<file path="src/sv/sma_pkg.sv">
`timescale 1ns / 1ps
// ---------------------------------------------------------------------------
// sma_pkg: shared types and constants of the six-axis moving average
// Sample and mean payload structs, lane vectors and pipeline control.
// ---------------------------------------------------------------------------
package sma_pkg;

    localparam int CHANNELS   = 6;
    localparam int SAMPLE_W   = 16;
    localparam int SUM_W      = 20;   // holds +-16 * 32768
    localparam int WINDOW_DEF = 10;

    // one input item: six raw samples
    typedef struct packed {
        logic signed [SAMPLE_W-1:0] accel_x;
        logic signed [SAMPLE_W-1:0] accel_y;
        logic signed [SAMPLE_W-1:0] accel_z;
        logic signed [SAMPLE_W-1:0] rate_x;
        logic signed [SAMPLE_W-1:0] rate_y;
        logic signed [SAMPLE_W-1:0] rate_z;
    } t_imu_sample;

    // one result item: six window means
    typedef struct packed {
        logic signed [SAMPLE_W-1:0] avg_accel_x;
        logic signed [SAMPLE_W-1:0] avg_accel_y;
        logic signed [SAMPLE_W-1:0] avg_accel_z;
        logic signed [SAMPLE_W-1:0] avg_rate_x;
        logic signed [SAMPLE_W-1:0] avg_rate_y;
        logic signed [SAMPLE_W-1:0] avg_rate_z;
    } t_imu_mean;

    // channel-indexed view, lane 0 = accel x ... lane 5 = rate z
    typedef logic [CHANNELS-1:0][SAMPLE_W-1:0] t_lanes;

    // stage enables handed to the mean dividers
    typedef struct packed {
        logic en_mag;
        logic en_out;
    } t_pipe_ctl;

    function automatic t_lanes sample_to_lanes(input t_imu_sample s);
        t_lanes l;
        l[0] = s.accel_x;
        l[1] = s.accel_y;
        l[2] = s.accel_z;
        l[3] = s.rate_x;
        l[4] = s.rate_y;
        l[5] = s.rate_z;
        return l;
    endfunction

    function automatic t_imu_mean lanes_to_mean(input t_lanes l);
        t_imu_mean m;
        m.avg_accel_x = l[0];
        m.avg_accel_y = l[1];
        m.avg_accel_z = l[2];
        m.avg_rate_x  = l[3];
        m.avg_rate_y  = l[4];
        m.avg_rate_z  = l[5];
        return m;
    endfunction

    function automatic logic signed [SUM_W-1:0] sext_sum(input logic [SAMPLE_W-1:0] v);
        return {{(SUM_W-SAMPLE_W){v[SAMPLE_W-1]}}, v};
    endfunction

endpackage

</file>
<file path="src/sv/sma_mean_div.sv">
`timescale 1ns / 1ps
// ---------------------------------------------------------------------------
// sma_mean_div: window sum to mean, truncated toward zero
// Sign/magnitude stage, then reciprocal multiply and sign restore.
// ---------------------------------------------------------------------------
module sma_mean_div import sma_pkg::*; #(
    parameter int WINDOW = WINDOW_DEF
) (
    input  logic                    i_clk,
    input  t_pipe_ctl               i_ctl,
    input  logic signed [SUM_W-1:0] i_sum,
    output logic [SAMPLE_W-1:0]     o_mean
);

    // ceil(2^SHIFT / WINDOW) gives exact floor division for any SUM_W-bit magnitude
    localparam int          SHIFT      = SUM_W + $clog2(WINDOW);
    localparam int          RECIP_W    = SUM_W + 1;
    localparam int          PROD_W     = SUM_W + RECIP_W;
    localparam logic [63:0] RECIP_FULL =
        ((64'd1 << SHIFT) + 64'(WINDOW) - 64'd1) / 64'(WINDOW);
    localparam logic [RECIP_W-1:0] RECIP = RECIP_FULL[RECIP_W-1:0];

    logic [SUM_W-1:0]    r_mag;
    logic [SUM_W-1:0]    n_mag;
    logic                r_neg;
    logic                n_neg;
    logic [SAMPLE_W-1:0] r_mean;
    logic [SAMPLE_W-1:0] n_mean;
    logic [PROD_W-1:0]   w_prod;
    logic [SAMPLE_W:0]   w_quo;
    logic [SAMPLE_W:0]   w_signed;

    always_comb begin
        n_neg = i_sum[SUM_W-1];
        n_mag = n_neg ? SUM_W'(-i_sum) : SUM_W'(i_sum);
    end

    // quotient magnitude reaches 32768, hence one spare bit before the sign flip
    always_comb begin
        w_prod   = PROD_W'(r_mag) * PROD_W'(RECIP);
        w_quo    = w_prod[SHIFT +: SAMPLE_W+1];
        w_signed = r_neg ? (~w_quo + 1'b1) : w_quo;
        n_mean   = w_signed[SAMPLE_W-1:0];
    end

    always_ff @(posedge i_clk) begin
        if (i_ctl.en_mag) begin
            r_mag <= n_mag;
            r_neg <= n_neg;
        end
        if (i_ctl.en_out) begin
            r_mean <= n_mean;
        end
    end

    assign o_mean = r_mean;

endmodule

</file>
<file path="config.mk">
export PLATFORM = sky130hd
export DESIGN_NAME = sma_mean_div
export DESIGN_NICKNAME = d
export VERILOG_FILES = /design/src/sv/sma_pkg.sv /design/src/sv/sma_mean_div.sv
export SDC_FILE = /design/constraint.sdc
export NUM_CORES = 1
export LEC_CHECK = 0
export BUFFER_PORTS_ARGS = -buffer_cell sky130_fd_sc_hd__buf_2
export CAP_MARGIN = 10
export CORE_ASPECT_RATIO = 0.7
export CORE_MARGIN = 2
export CORE_UTILIZATION = 65
export DETAILED_ROUTE_END_ITERATION = 10
export MAX_ROUTING_LAYER = met4
export PLACE_DENSITY = 0.86
export SYNTH_ARGS = -nofsm -noshare
export SYNTH_HDL_FRONTEND = slang
export SYNTH_SLANG_ARGS = --single-unit
</file>
<file path="constraint.sdc">
create_clock -name i_clk -period 9.34 [get_ports i_clk]
set_clock_uncertainty 0.15 [all_clocks]
set_input_delay 0.934 -clock i_clk [delete_from_list [all_inputs] [get_ports i_clk]]
set_output_delay 0.934 -clock i_clk [all_outputs]
set_load 0.01 [all_outputs]
</file>
==> results.json <==
{
  "run_status": "complete, no violations",
  "slew_headroom": 0.6393,
  "synth-main-ff-cell": "edfxtp_1",
  "yosys.area_share.adder": 0.5421,
  "rsz0062_at_grt": "no",
  "drt-total-wl_microns": 23220,
  "grt_pass1_wl_microns": 38360,
  "synth_area_leaders": "fa_1 28%, ha_1 26%, edfxtp_1 12%",
  "final_core_util": 0.7115,
  "cts_resized": 0,
  "ys_warn_count": 0,
  "cp-start-kind": "register",
  "detail_route.vias_per_cell": 5.852,
  "startpoint": "r_mag[6]",
  "synthCells": 935,
  "syn2layout_area_growth_pct": 6.369,
  "cts_root_buffer": "clkbuf_16",
  "grt_pass1_vias": 7201,
  "synth_top_family_by_area": "adder cells",
  "cap_violations": 0,
  "clkSinkCount": 37,
  "grt_remaining_overflow": 0,
  "async_reset_ff_frac": 0,
  "nets": 1325,
  "rows": 36,
  "period_minus_slack_ns": 7.363,
  "drv_slew": 0,
  "arrival_ns": 7.23,
  "postCtsSetupBuffers": 0,
  "antenna_left": 0,
  "max_freq_ghz": 0.1358,
  "yosysSeqAreaShare": 0.1186,
  "die_y_microns": 104.5,
  "routabilityCongestion": 1.055,
  "synth_most_common_cell": "inv_1",
  "r2r_end": "o_mean[15]",
  "synth_cell_type_count": 73,
  "diodes": 0,
  "critPathRequiredTime_ns": 9.21,
  "layout-drive-gt1-share": 0.08410,
  "wl_per_cell_microns": 19.93,
  "fp.coreArea_sq_mm": 0.01401,
  "numCtsBuffers": 5,
  "worstReg2RegStart": "r_mag[6]",
  "setup_tns_ns": 0,
  "clockBufferDepth": 2,
  "synth_xor_xnor_area_share": 0.05595,
  "track_usage": 0.3331,
  "cts.clk_slew.worst_paths_ns": 0.06,
  "syn_area_sq_mm": 0.009370,
  "die_area_sq_mm": 0.01541,
  "synth_top_area_share": 0.2777,
  "worst-r2r-cell-count": 20,
  "synth-simple-area-share": 0.08292,
  "grt_max_degree": 22,
  "htree_levels": 2,
  "syn_nets": 1286,
  "endpoint": "o_mean[15]",
  "yosysTopAreaCell": "fa_1",
  "reg2reg_slack_ns": 1.98,
  "finalSetupViolCount": 0,
  "antenna_found_initial": 0,
  "tightest_slew_ns": 0.5411,
  "period_share": 0.7883,
  "drcViolationCount": 0,
  "drt-initial-drc-count": 648,
  "cts_tree": "built",
  "synth_compound_area_frac": 0.1074,
  "final-hold-violation-count": 0,
  "initial_core_util": 0.6689,
  "synth_edf_count": 37,
  "crit_type": "reg2reg",
  "clk_latency_ns": 0.29,
  "ios": 39,
  "portBuffers": 38,
  "dr.pass1.iters": 6,
  "dp.final_hpwl_microns": 20330,
  "synthMuxAreaShare": 0.001068,
  "cts_hold_buf": 0,
  "vias": 6817,
  "syn_area_per_cell_sq_um": 10.02,
  "synth_commonest_cells": "223 x inv_1, 198 x ha_1, 130 x fa_1, 45 x nand2_1",
  "hold_path.class": "in2reg",
  "synth_seq_cells": 37,
  "die_x_microns": 147.5,
  "worstSetupEndpointType": "register",
  "path_max_fanout": 6
}
## through the flow
stage	cell area, sq um	setup WS (ns)	hold WS (ns)	cells
2_1_floorplan	9370	2.646	0.5232	935
3_3_place_gp	9773	2.271	0.8034	1157
3_5_place_dp	9773	2.068	0.8186	1157
4_1_cts	9967	2.049	0.7151	1165
5_1_grt	9967	1.667	0.7164	1165
6_report	9967	1.977	0.7205	1165
## logic make-up after synthesis
kind of cell	after synthesis
xor+xnor	59
compound gates	145
fa+ha+maj	328
mux	1
buf+inv	229
simple gates	136
flops	37
## critical path, cell delays in order, from the launching register on
cell       delay, ns
edfxtp_1        0.58
ha_1            0.56
ha_1            0.27
or2_2           0.30
fa_1            0.49
fa_1            0.53
fa_1            0.55
inv_1           0.05
fa_1            0.53
inv_1           0.04
ha_1            0.28
ha_1            0.41
nand4_1         0.24
nor4_2          0.43
o2111ai_2       0.27
nand3_1         0.16
xor2_1          0.14
nor2_2          0.19
or4b_4          0.54
o41ai_2         0.25
xnor2_1         0.12
## layer usage
layer | track usage | part of all wire | up-vias | wire length, microns
met1 | 0.4795 | 0.46 | 3289 | 10700
met3 | 0.1044 | 0.12 | 38 | 2671
met4 | 0.05907 | 0.016 | 0 | 367
met5 | - | 0 | - | 0
met2 | 0.4694 | 0.41 | 310 | 9483
li1 | - | - | 3180 | -
## state kept, by name, summed over array words and instances (netlist names)
name    count
r_neg       1
r_mag      20
o_mean     16
## worst min path at each step
stage                   from         end  slack, ns  cells past startpoint
global placement       r_neg  o_mean[15]       0.80                      2
CTS                 i_sum[0]    r_mag[0]       0.72                      1
detailed placement     r_neg   o_mean[1]       0.82                      1
global route        i_sum[0]    r_mag[0]       0.72                      1
floorplan              r_neg   o_mean[2]       0.52                      2
finish              i_sum[0]    r_mag[0]       0.72                      1
## final cells by class
cell class,instances,area [sq um]
clock buffers,5,125.1
clock inverters,3,68.82
fillers,1044,4041
inverters,223,837.1
multi-input cells,669,7397
flip-flops and latches,37,1111
well taps,190,237.7
repair buffers,38,190.2
## cells in the final DEF (no fill, tap or decap), types with 6 or more instances in the layout
master and count:
fa_1 130, xor2_1 21, edfxtp_1 37, or3_1 7
o211ai_1 6, nor3_1 6, a31oi_1 6, ha_1 198
nor2_1 22, xnor2_1 37, buf_2 38, inv_1 223
and2_1 12, o21ai_1 10, a21o_1 12, nand3_1 8
nand2_1 45, a21oi_1 31, o21ai_0 28
Power is not shown: default switching activity piles up to over one toggle a cycle in this logic, so the estimate is an artifact.
