--- src/sv/sma_pkg.sv ---
`timescale 1ns / 1ps
// ---------------------------------------------------------------------------
// sma_pkg: shared types and constants of the six-axis moving average
// Sample and mean payload structs, lane vectors and pipeline control.
// ---------------------------------------------------------------------------
package sma_pkg;

    localparam int CHANNELS   = 6;
    localparam int SAMPLE_W   = 16;
    localparam int SUM_W      = 20;   // holds +-16 * 32768
    localparam int WINDOW_DEF = 10;

    // one input item: six raw samples
    typedef struct packed {
        logic signed [SAMPLE_W-1:0] accel_x;
        logic signed [SAMPLE_W-1:0] accel_y;
        logic signed [SAMPLE_W-1:0] accel_z;
        logic signed [SAMPLE_W-1:0] rate_x;
        logic signed [SAMPLE_W-1:0] rate_y;
        logic signed [SAMPLE_W-1:0] rate_z;
    } t_imu_sample;

    // one result item: six window means
    typedef struct packed {
        logic signed [SAMPLE_W-1:0] avg_accel_x;
        logic signed [SAMPLE_W-1:0] avg_accel_y;
        logic signed [SAMPLE_W-1:0] avg_accel_z;
        logic signed [SAMPLE_W-1:0] avg_rate_x;
        logic signed [SAMPLE_W-1:0] avg_rate_y;
        logic signed [SAMPLE_W-1:0] avg_rate_z;
    } t_imu_mean;

    // channel-indexed view, lane 0 = accel x ... lane 5 = rate z
    typedef logic [CHANNELS-1:0][SAMPLE_W-1:0] t_lanes;

    // stage enables handed to the mean dividers
    typedef struct packed {
        logic en_mag;
        logic en_out;
    } t_pipe_ctl;

    function automatic t_lanes sample_to_lanes(input t_imu_sample s);
        t_lanes l;
        l[0] = s.accel_x;
        l[1] = s.accel_y;
        l[2] = s.accel_z;
        l[3] = s.rate_x;
        l[4] = s.rate_y;
        l[5] = s.rate_z;
        return l;
    endfunction

    function automatic t_imu_mean lanes_to_mean(input t_lanes l);
        t_imu_mean m;
        m.avg_accel_x = l[0];
        m.avg_accel_y = l[1];
        m.avg_accel_z = l[2];
        m.avg_rate_x  = l[3];
        m.avg_rate_y  = l[4];
        m.avg_rate_z  = l[5];
        return m;
    endfunction

    function automatic logic signed [SUM_W-1:0] sext_sum(input logic [SAMPLE_W-1:0] v);
        return {{(SUM_W-SAMPLE_W){v[SAMPLE_W-1]}}, v};
    endfunction

endpackage

--- src/sv/sma_tap_cell.sv ---
`timescale 1ns / 1ps
// ---------------------------------------------------------------------------
// sma_tap_cell: one tap of the six-lane window delay line
// Holds one sample per channel and passes it on when the line shifts.
// ---------------------------------------------------------------------------
module sma_tap_cell import sma_pkg::*; (
    input  logic   i_clk,
    input  logic   i_rst_n,
    input  logic   i_shift,
    input  t_lanes i_tap,
    output t_lanes o_tap
);

    t_lanes r_tap;
    t_lanes n_tap;

    always_comb begin
        n_tap = i_shift ? i_tap : r_tap;
    end

    always_ff @(posedge i_clk) begin
        if (!i_rst_n) begin
            r_tap <= '0;
        end else begin
            r_tap <= n_tap;
        end
    end

    assign o_tap = r_tap;

endmodule

--- config.mk ---
export PLATFORM = sky130hd
export DESIGN_NAME = sma_tap_cell
export DESIGN_NICKNAME = d
export VERILOG_FILES = /design/src/sv/sma_pkg.sv /design/src/sv/sma_tap_cell.sv
export SDC_FILE = /design/constraint.sdc
export NUM_CORES = 1
export LEC_CHECK = 0
export ABC_AREA = 1
export BUFFER_PORTS_ARGS = -buffer_cell sky130_fd_sc_hd__buf_2
export CORE_MARGIN = 2
export CORE_UTILIZATION = 50
export CTS_CLUSTER_SIZE = 30
export DETAILED_ROUTE_END_ITERATION = 10
export GPL_TIMING_DRIVEN = 0
export PLACE_DENSITY = 0.93
export SKIP_LAST_GASP = 1
export SLEW_MARGIN = 20
export SYNTH_ARGS = -nofsm -noshare
export SYNTH_HDL_FRONTEND = slang
export SYNTH_SLANG_ARGS = --single-unit
--- constraint.sdc ---
create_clock -name i_clk -period 1.78 [get_ports i_clk]
set_input_delay 0.356 -clock i_clk [delete_from_list [all_inputs] [get_ports i_clk]]
set_output_delay 0.356 -clock i_clk [all_outputs]
set_load 0.02 [all_outputs]
==> metrics.yaml, run 1 <==
outcome: "finished, final reports clean"
row_count: 32
r2r_start: "o_tap[21]"
syn_avg_cell_area_um2: 6.64
seq_power_share_pct: 49.3
start_kind: "flip-flop"
worst_ep_arrival_time_ps: 890
fin_worst_skew_ps: 0
initial_utilization_pct: 52.0
ant_nets: 0
p_sw_mw: 1.32
maxSlewHeadroom_pct: 84.3
power_switching_share_pct: 27.5
drive_above_1_share_pct: 29.0
library_cell_occupying_the_most_area_in_the_post_synthesis_netlist: "dfxtp_1"
placement.io_buffers: 192
first_global_vias: 3701
finalWeightedCongestion: 0.794
die-width_um: 93.9
numPlacedInstances: 902
synth.ff_latch_count: 96
layout_worst_path_cycle_share_pct: 69.9
dp_hpwl_mm: 7.63
gr-usage-all-layers_pct: 23.3
postCtsResizedCells: 0
hold_fix_buffers_cts: 0
grt_max_degree: 15
post_synth_main_area_contributors: "dfxtp_1, nand2_1, nor2_1, inv_1, buf_6"
grt_setup_unrepaired: "no"
power_density_nw_per_um2: 901
worst_slew_pin_tran_ps: 235
worstSetupPathDepth: 1
htree_levels: 3
critical_path_s_slowest_cell: "dfxtp_1"
synth.yosys.seq_area_share_pct: 47.6
post_cts_buffers: 0
clock_tree_from_tritoncts: "done"
diodes: 0
rr_worst_depth: 2
detail_route.wirelength_mm: 10.0
worst_endpoint_required_time_ps: 1420
final_cell_count_no_fill: 918
numCtsBuffers: 9
critical-path-top-delay-family: "flip-flops"
routedWlPerCell_um: 10.9
startpoint_of_the_worst_setup_timing_path: "o_tap[29]"
finalSetupViolations: 0
layout.cells.most_common: "buf_2"
cts.sink_count: 96
sum_of_negative_setup_slack_ps: 0
boundaryPins: 195
postSynthCellCount: 608
power.share.combinational_pct: 18.9
critPathCapture: "o_tap[29]"
cts.clk_slew.worst_paths_ps: 90
power.clock.fraction_pct: 31.9
leakagePower_nw: 3.33
irDropWorstVdd_mv: 0.458
holdCritPathClass: "in2reg"
wire_length_of_the_first_global_routing_pass_mm: 16.3
rr_endpoint: "o_tap[21]"
timing.critical_path.fanout_max: 2
nNetsFinal: 910
netlist_area_um2: 4040
routed_via_density: 4.33
design.die.area_um2: 8820
areaGrowthSynthToFinish_pct: 32.2
synth_nets: 707
timing.final.hold_violations: 0
clock_insertion_delay_worst_skew_ps: 350
period_minus_slack_ps: 1240
floorplan_core_area_um2: 7770
fp.dieH_um: 93.9
path_cells: "buf_2"
route.vias.total: 3978
drt_drc_violations_left: 0
buffer_levels_on_the_longest_clock_path: 2
ctsRootBufferMaster: "clkbuf_8"
drt_pre_antenna_iters: 4
timing.critical_path.slowest_cell_delay_ps: 360
power_report.internal_total_mw: 3.49
post_synth_top_area_share_pct: 47.6
most-common-layout-cells: "buf_2, nor2_1, nand2_1, inv_1, dfxtp_1"
drv_cap: 0
drc_marker_count_from_the_first_detailed_route_iteration: 68
yosysWarningCount: 0
ys_types: 6
largest_reg_flops: 96
fmaxAchievable_ghz: 0.804
grt_antenna_before_repair: 0
ff2ff_setup_slack_ps: 1180
critPathCaptureType: "output port"
fillerInstances: 712
worstPathBufferInverterCount: 1
grt-ovfl-total: 0
path_class: "reg2out"
final_max_slew_viol_count: 0
cell usage after synthesis, drive strengths merged:
library cell and instances:
buf 32, nor2 192, nand2 192, inv 96, dfxtp 96
layout make-up:
cell class	instances	area (um^2)	area share, %
tap	102	128	2.39
sequential	96	1920	36.0
inverter	96	360	6.74
buffer	32	317	5.93
clock inverter	3	65.1	1.22
multi-input combinational	384	1440	27.0
timing repair buffer	192	961	18.0
clock buffer	13	149	2.79
per-layer routing:
metal	global-route usage (%)	up-vias	part of all wire, %
met3	7.87	19	9.6
met1	25.9	1699	41
met5	0	-	0
met4	9.54	0	2.2
li1	-	2112	-
met2	40.5	148	47
power groups by stage:
stage	Clock, mW	Combinational, mW	Sequential (mW)
5_1_grt	1.67	1.01	2.39
2_1_floorplan	0	0.385	2.60
4_1_cts	1.57	0.917	2.37
6_report	1.53	0.908	2.37
3_3_place_gp	0	0.897	2.41
3_5_place_dp	0	0.915	2.42
through the flow:
step	hold WS, ps	total power [mW]	util, %	cell area, um^2	worst slack (ps)
floorplan	544	2.99	-	4040	843
global placement	450	3.31	66.0	5130	687
detailed placement	459	3.33	66.0	5130	651
CTS	275	4.85	68.8	5340	524
global route	280	5.07	68.8	5340	494
finish	286	4.81	68.8	5340	537
worst min path at each step:
stage                end  cells past startpoint  startpoint
2_1_floorplan   o_tap[0]                      2    o_tap[0]
3_3_place_gp   o_tap[14]                      2   o_tap[14]
3_5_place_dp   o_tap[61]                      2   o_tap[61]
4_1_cts        o_tap[42]                      5   i_tap[42]
5_1_grt        o_tap[38]                      5   i_tap[38]
6_report       o_tap[42]                      5   i_tap[42]
worst min-delay path: cells and delay by family:
kind | cells | cell delay, ps
buffers and inverters | 2 | 100
AND/OR/NAND/NOR | 3 | 150
cell families after synthesis:
group / after synthesis / share of synthesized area [%]
and+or+nand+nor: 384 / 35.7
buffers and inverters: 128 / 16.8
DFF: 96 / 47.6
No activity file was read; power rests on OpenSTA's default activity.
==> run 2: changes to the inputs <==
CORE_UTILIZATION = 46   (was 50)
PLACE_DENSITY = 0.87   (was 0.93)
clock period = 1.17 ns   (was 1.78 ns; I/O delays follow)
==> metrics.yaml, run 2 (same netlist as run 1, synthesis figures left out) <==
outcome: "finished, final reports clean"
critical_path_s_slowest_cell: "dfxtp_1"
cts.sink_count: 96  # unchanged
boundaryPins: 195  # unchanged
finalSetupViolations: 0  # unchanged
multiInputGateArea_um2: 1440  # unchanged
clock_tree_from_tritoncts: "done"
power.clock.fraction_pct: 30.6  # -1.3 points
r2r_start: "o_tap[53]"
final_max_slew_viol_count: 0  # unchanged
worstSetupPathDepth: 1  # unchanged
critPathCaptureType: "output port"
initial_utilization_pct: 46.8  # -5.2 points
startpoint_of_the_worst_setup_timing_path: "o_tap[85]"
fmaxAchievable_ghz: 0.895
floorplan_core_area_um2: 8640  # +11%
dp_hpwl_mm: 7.45  # -2.4%
fillerInstances: 839  # +18%
power_density_nw_per_um2: 1340  # +49%
hold_fix_buffers_cts: 0  # unchanged
grt_antenna_before_repair: 0  # unchanged
design.die.area_um2: 9550  # +8.3%
timing.critical_path.slowest_cell_delay_ps: 360  # about the same
cts.clk_slew.worst_paths_ps: 90  # about the same
placement.io_buffers: 192  # unchanged
irDropWorstVdd_mv: 0.802  # +75%
worst_slew_pin_tran_ps: 210  # -25.1 ps
routedWlPerCell_um: 10.6  # -3.1%
seq_power_share_pct: 50.2  # +0.9 points
areaGrowthSynthToFinish_pct: 32.3  # about the same
path_cells: "buf_2"
maxSlewHeadroom_pct: 86.0  # +1.7 points
post-place-ws_ps: 192  # -459 ps
die-width_um: 97.7  # +4.1%
met3_usage_pct: 7.91  # +0.049 points
grt_util_met2_pct: 36.2  # -4.4 points
sum_of_negative_setup_slack_ps: 0  # unchanged
reg_area_um2: 1920  # unchanged
drc_marker_count_from_the_first_detailed_route_iteration: 127  # +87%
post_cts_buffers: 0  # unchanged
wire_length_of_the_first_global_routing_pass_mm: 16.2  # -0.72%
grt_setup_unrepaired: "no"
drt_pre_antenna_iters: 4  # unchanged
largest_reg_flops: 96  # unchanged
power.share.combinational_pct: 19.1  # +0.2 points
postCtsResizedCells: 0  # unchanged
period_minus_slack_ps: 1120
buffer_levels_on_the_longest_clock_path: 2  # unchanged
power_switching_share_pct: 28.4  # +0.85 points
power_report.internal_total_mw: 5.14  # +47%
critical-path-top-delay-family: "flip-flops"
drive_above_1_share_pct: 29.3  # +0.28 points
nNetsFinal: 910  # unchanged
drt_drc_violations_left: 0  # unchanged
p_sw_mw: 2.04  # +54%
layout_setup_ws_ps: 52.5  # -484 ps
start_kind: "flip-flop"
holdCritPathClass: "in2reg"
diodes: 0  # unchanged
ant_nets: 0  # unchanged
grt_max_degree: 16  # +1
rr_worst_depth: 2  # unchanged
worstPathBufferInverterCount: 1  # unchanged
leakagePower_nw: 3.32  # -0.28%
routed_via_density: 4.25  # -1.9%
timing.critical_path.fanout_max: 2  # unchanged
route.vias.total: 3925  # -1.3%
fp.dieH_um: 97.7  # +4.1%
row_count: 34  # +6.3%
timing.final.hold_violations: 0  # unchanged
ctsRootBufferMaster: "clkbuf_8"
critPathCapture: "o_tap[85]"
layout_worst_path_cycle_share_pct: 95.5
htree_levels: 3  # unchanged
detail_route.wirelength_mm: 9.76  # -2.6%
stdcell_area_um2: 5350  # about the same
grt_most_used_layer: "met2"
fin_worst_skew_ps: 0  # unchanged
numCtsBuffers: 9  # unchanged
global_route.usage.met1_pct: 23.3  # -2.6 points
hold_path.startpoint: "i_tap[91]"
finalWeightedCongestion: 0.814  # +2.5%
first_global_vias: 3689  # -0.32%
grt-ovfl-total: 0  # unchanged
ff2ff_setup_slack_ps: 580  # -600 ps
worst_ep_arrival_time_ps: 880  # about the same
placement.cell_area_um2: 5140  # +0.15%
rr_endpoint: "o_tap[53]"
gr-usage-all-layers_pct: 20.5  # -2.7 points
drv_cap: 0  # unchanged
most-common-layout-cells: "buf_2, nor2_1, nand2_1, inv_1, dfxtp_1"
worst_endpoint_required_time_ps: 940  # -480 ps
path_class: "reg2out"
layout.cells.most_common: "buf_2"
clock_insertion_delay_worst_skew_ps: 340  # about the same
## run 2: cell count changes in the layout (fill, tap and decap cells not counted), sizes merged
cell / previous run / this run
clkbuf: 13 / 11
bufinv: 2 / 1
clkinvlp: 0 / 2
## run 2: power by group through the flow
stage	clock (mW)	combinational [mW]	sequential [mW]
final	2.20	1.37	3.61
after global routing	2.43	1.53	3.64
after global placement	0	1.36	3.67
after detailed placement	0	1.39	3.68
after floorplan	0	0.586	3.96
after CTS	2.26	1.39	3.61
## run 2: routing by layer
layer	up-vias	wire [um]
met4	0	97
met2	135	4680
met3	10	843
li1	2113	-
met5	-	0
met1	1667	4130
## run 2: layout make-up
cell class | instances | share of cell area [%]
Buffer | 32 | 5.92
Clock buffer | 11 | 2.83
Clock inverter | 4 | 1.01
Inverter | 96 | 6.74
Multi-Input combinational cell | 384 | 27.0
Sequential cell | 96 | 35.9
Tap cell | 108 | 2.53
Timing Repair Buffer | 192 | 18.1
## run 2: how the worst min path moves through the flow
stage / endpoint / depth (start not counted)
2_1_floorplan: o_tap[0] / 4
3_3_place_gp: o_tap[93] / 2
3_5_place_dp: o_tap[48] / 2
6_report: o_tap[91] / 5
4_1_cts: o_tap[91] / 5
5_1_grt: o_tap[56] / 5
## run 2: per-stage QoR
step	util, %	total power, mW	hold slack, ps	cells
2_1_floorplan	-	4.55	422	608
3_3_place_gp	59.5	5.03	452	908
3_5_place_dp	59.5	5.06	459	908
4_1_cts	61.9	7.25	143	923
5_1_grt	61.9	7.60	159	923
6_report	61.9	7.18	165	923
==> run 3: changes to the inputs <==
PLACE_DENSITY = 0.8   (was 0.87)
==> metrics.yaml, run 3 (same netlist as run 1, synthesis figures left out) <==
outcome: "finished, final reports clean"
clock_insertion_delay_worst_skew_ps: 350  # about the same
placement.cell_area_um2: 5140  # unchanged
fmaxAchievable_ghz: 0.898  # +0.40%
start_kind: "flip-flop"
routed_via_density: 4.31  # +1.4%
clock_tree_from_tritoncts: "done"
htree_levels: 3  # unchanged
grt_setup_unrepaired: "no"
leakagePower_nw: 3.31  # -0.16%
grt_max_degree: 16  # unchanged
fin_worst_hold_slack_ps: 165  # -0.0940 ps
route.vias.total: 3984  # +1.5%
die-width_um: 97.7  # unchanged
most-common-layout-cells: "buf_2, nor2_1, nand2_1, inv_1, dfxtp_1"
worst_ep_arrival_time_ps: 880  # about the same
grt-ovfl-total: 0  # unchanged
drt_drc_violations_left: 0  # unchanged
largest_reg_flops: 96  # unchanged
postCtsResizedCells: 0  # unchanged
timing.final.hold_violations: 0  # unchanged
initial_utilization_pct: 46.8  # unchanged
fin_worst_skew_ps: 0  # unchanged
design.die.area_um2: 9550  # unchanged
row_count: 34  # unchanged
worst_slew_pin_tran_ps: 223  # +13.3 ps
critical-path-top-delay-family: "flip-flops"
critical_path_s_slowest_cell: "dfxtp_1"
cts.sink_count: 96  # unchanged
numCtsBuffers: 9  # unchanged
layout.cells.most_common: "buf_2"
ctsRootBufferMaster: "clkbuf_8"
final_max_slew_viol_count: 0  # unchanged
first_global_vias: 3813  # +3.4%
maxSlewHeadroom_pct: 85.1  # -0.89 points
fp.dieH_um: 97.7  # unchanged
drt_pre_antenna_iters: 4  # unchanged
timing.critical_path.fanout_max: 2  # unchanged
placement.io_buffers: 192  # unchanged
post_cts_buffers: 0  # unchanged
worst_endpoint_required_time_ps: 940  # about the same
layout_worst_path_cycle_share_pct: 95.1  # -0.38 points
final_cell_count_no_fill: 924  # +0.11%
areaGrowthSynthToFinish_pct: 32.1
period_minus_slack_ps: 1110  # -4.42 ps
routedWlPerCell_um: 11.1  # +4.7%
dp_hpwl_mm: 7.81  # +4.8%
worstPathBufferInverterCount: 1  # unchanged
numPlacedInstances: 908  # unchanged
ant_nets: 0  # unchanged
detail_route.wirelength_mm: 10.2  # +4.8%
holdCritPathClass: "in2reg"
timing.critical_path.slowest_cell_delay_ps: 360  # about the same
finalWeightedCongestion: 0.847  # +4.0%
drc_marker_count_from_the_first_detailed_route_iteration: 76  # -40%
path_cells: "buf_2"
stdcell_area_um2: 5340  # -0.21%
hold_fix_buffers_cts: 0  # unchanged
floorplan_core_area_um2: 8640  # unchanged
path_class: "reg2out"
wire_length_of_the_first_global_routing_pass_mm: 16.4  # +1.4%
irDropWorstVdd_mv: 0.741  # -7.7%
cts.clk_slew.worst_paths_ps: 100  # about the same
nNetsFinal: 910  # unchanged
ff2ff_setup_slack_ps: 580  # about the same
report.power.total_mw: 7.16  # -0.21%
gr-usage-all-layers_pct: 20.8  # +0.30 points
power_density_nw_per_um2: 1340  # about the same
drv_cap: 0  # unchanged
sum_of_negative_setup_slack_ps: 0  # unchanged
finalSetupViolations: 0  # unchanged
critPathCaptureType: "output port"
drive_above_1_share_pct: 29.2  # -0.16 points
diodes: 0  # unchanged
buffer_levels_on_the_longest_clock_path: 2  # unchanged
boundaryPins: 195  # unchanged
grt_antenna_before_repair: 0  # unchanged
## run 3: changes by cell type in the layout (fill, tap and decap cells not counted), sizes merged
cell	before	now
clkbuf	11	12
## run 3: power breakdown
group / total [mW] / internal [mW] / switching [mW]
logic: 1.38 / 0.549 / 0.833
registers: 3.61 / 3.50 / 0.115
clock network: 2.17 / 1.05 / 1.12
total: 7.16 / 5.10 / 2.07
## run 3: worst paths after layout
| check | startpoint | end | depth (start not counted) |
|---|---|---|---|
| worst max-delay path | o_tap[32] | o_tap[32] | 1 |
| worst min-delay path | i_tap[87] | o_tap[87] | 5 |
| worst max register to register | o_tap[54] | o_tap[54] | 2 |
| worst min register to register | o_tap[22] | o_tap[22] | 2 |
## run 3: stage by stage
step	setup slack (ps)	util (%)
floorplan	355	-
global placement	259	59.5
detailed placement	209	59.5
CTS	21.2	61.8
global route	0.298	61.8
finish	56.9	61.8
## run 3: area by class of cell
class,instances,area (um^2)
plain buffers,32,317
clock buffers,12,145
well taps,108,135
flip-flops and latches,96,1920
inverters,96,360
fillers,808,3300
multi-input cells,384,1440
clock inverters,4,53.8
repair buffers,192,961
## run 3: routing by layer
metal	vias to the layer above	track usage [%]	share of wire (%)	routed length, um
met5	-	0	0	0
met4	0	7.37	1.0	102
met3	10	5.90	8.4	860
met2	158	37.5	48	4920
met1	1701	23.5	43	4350
li1	2115	-	-	-
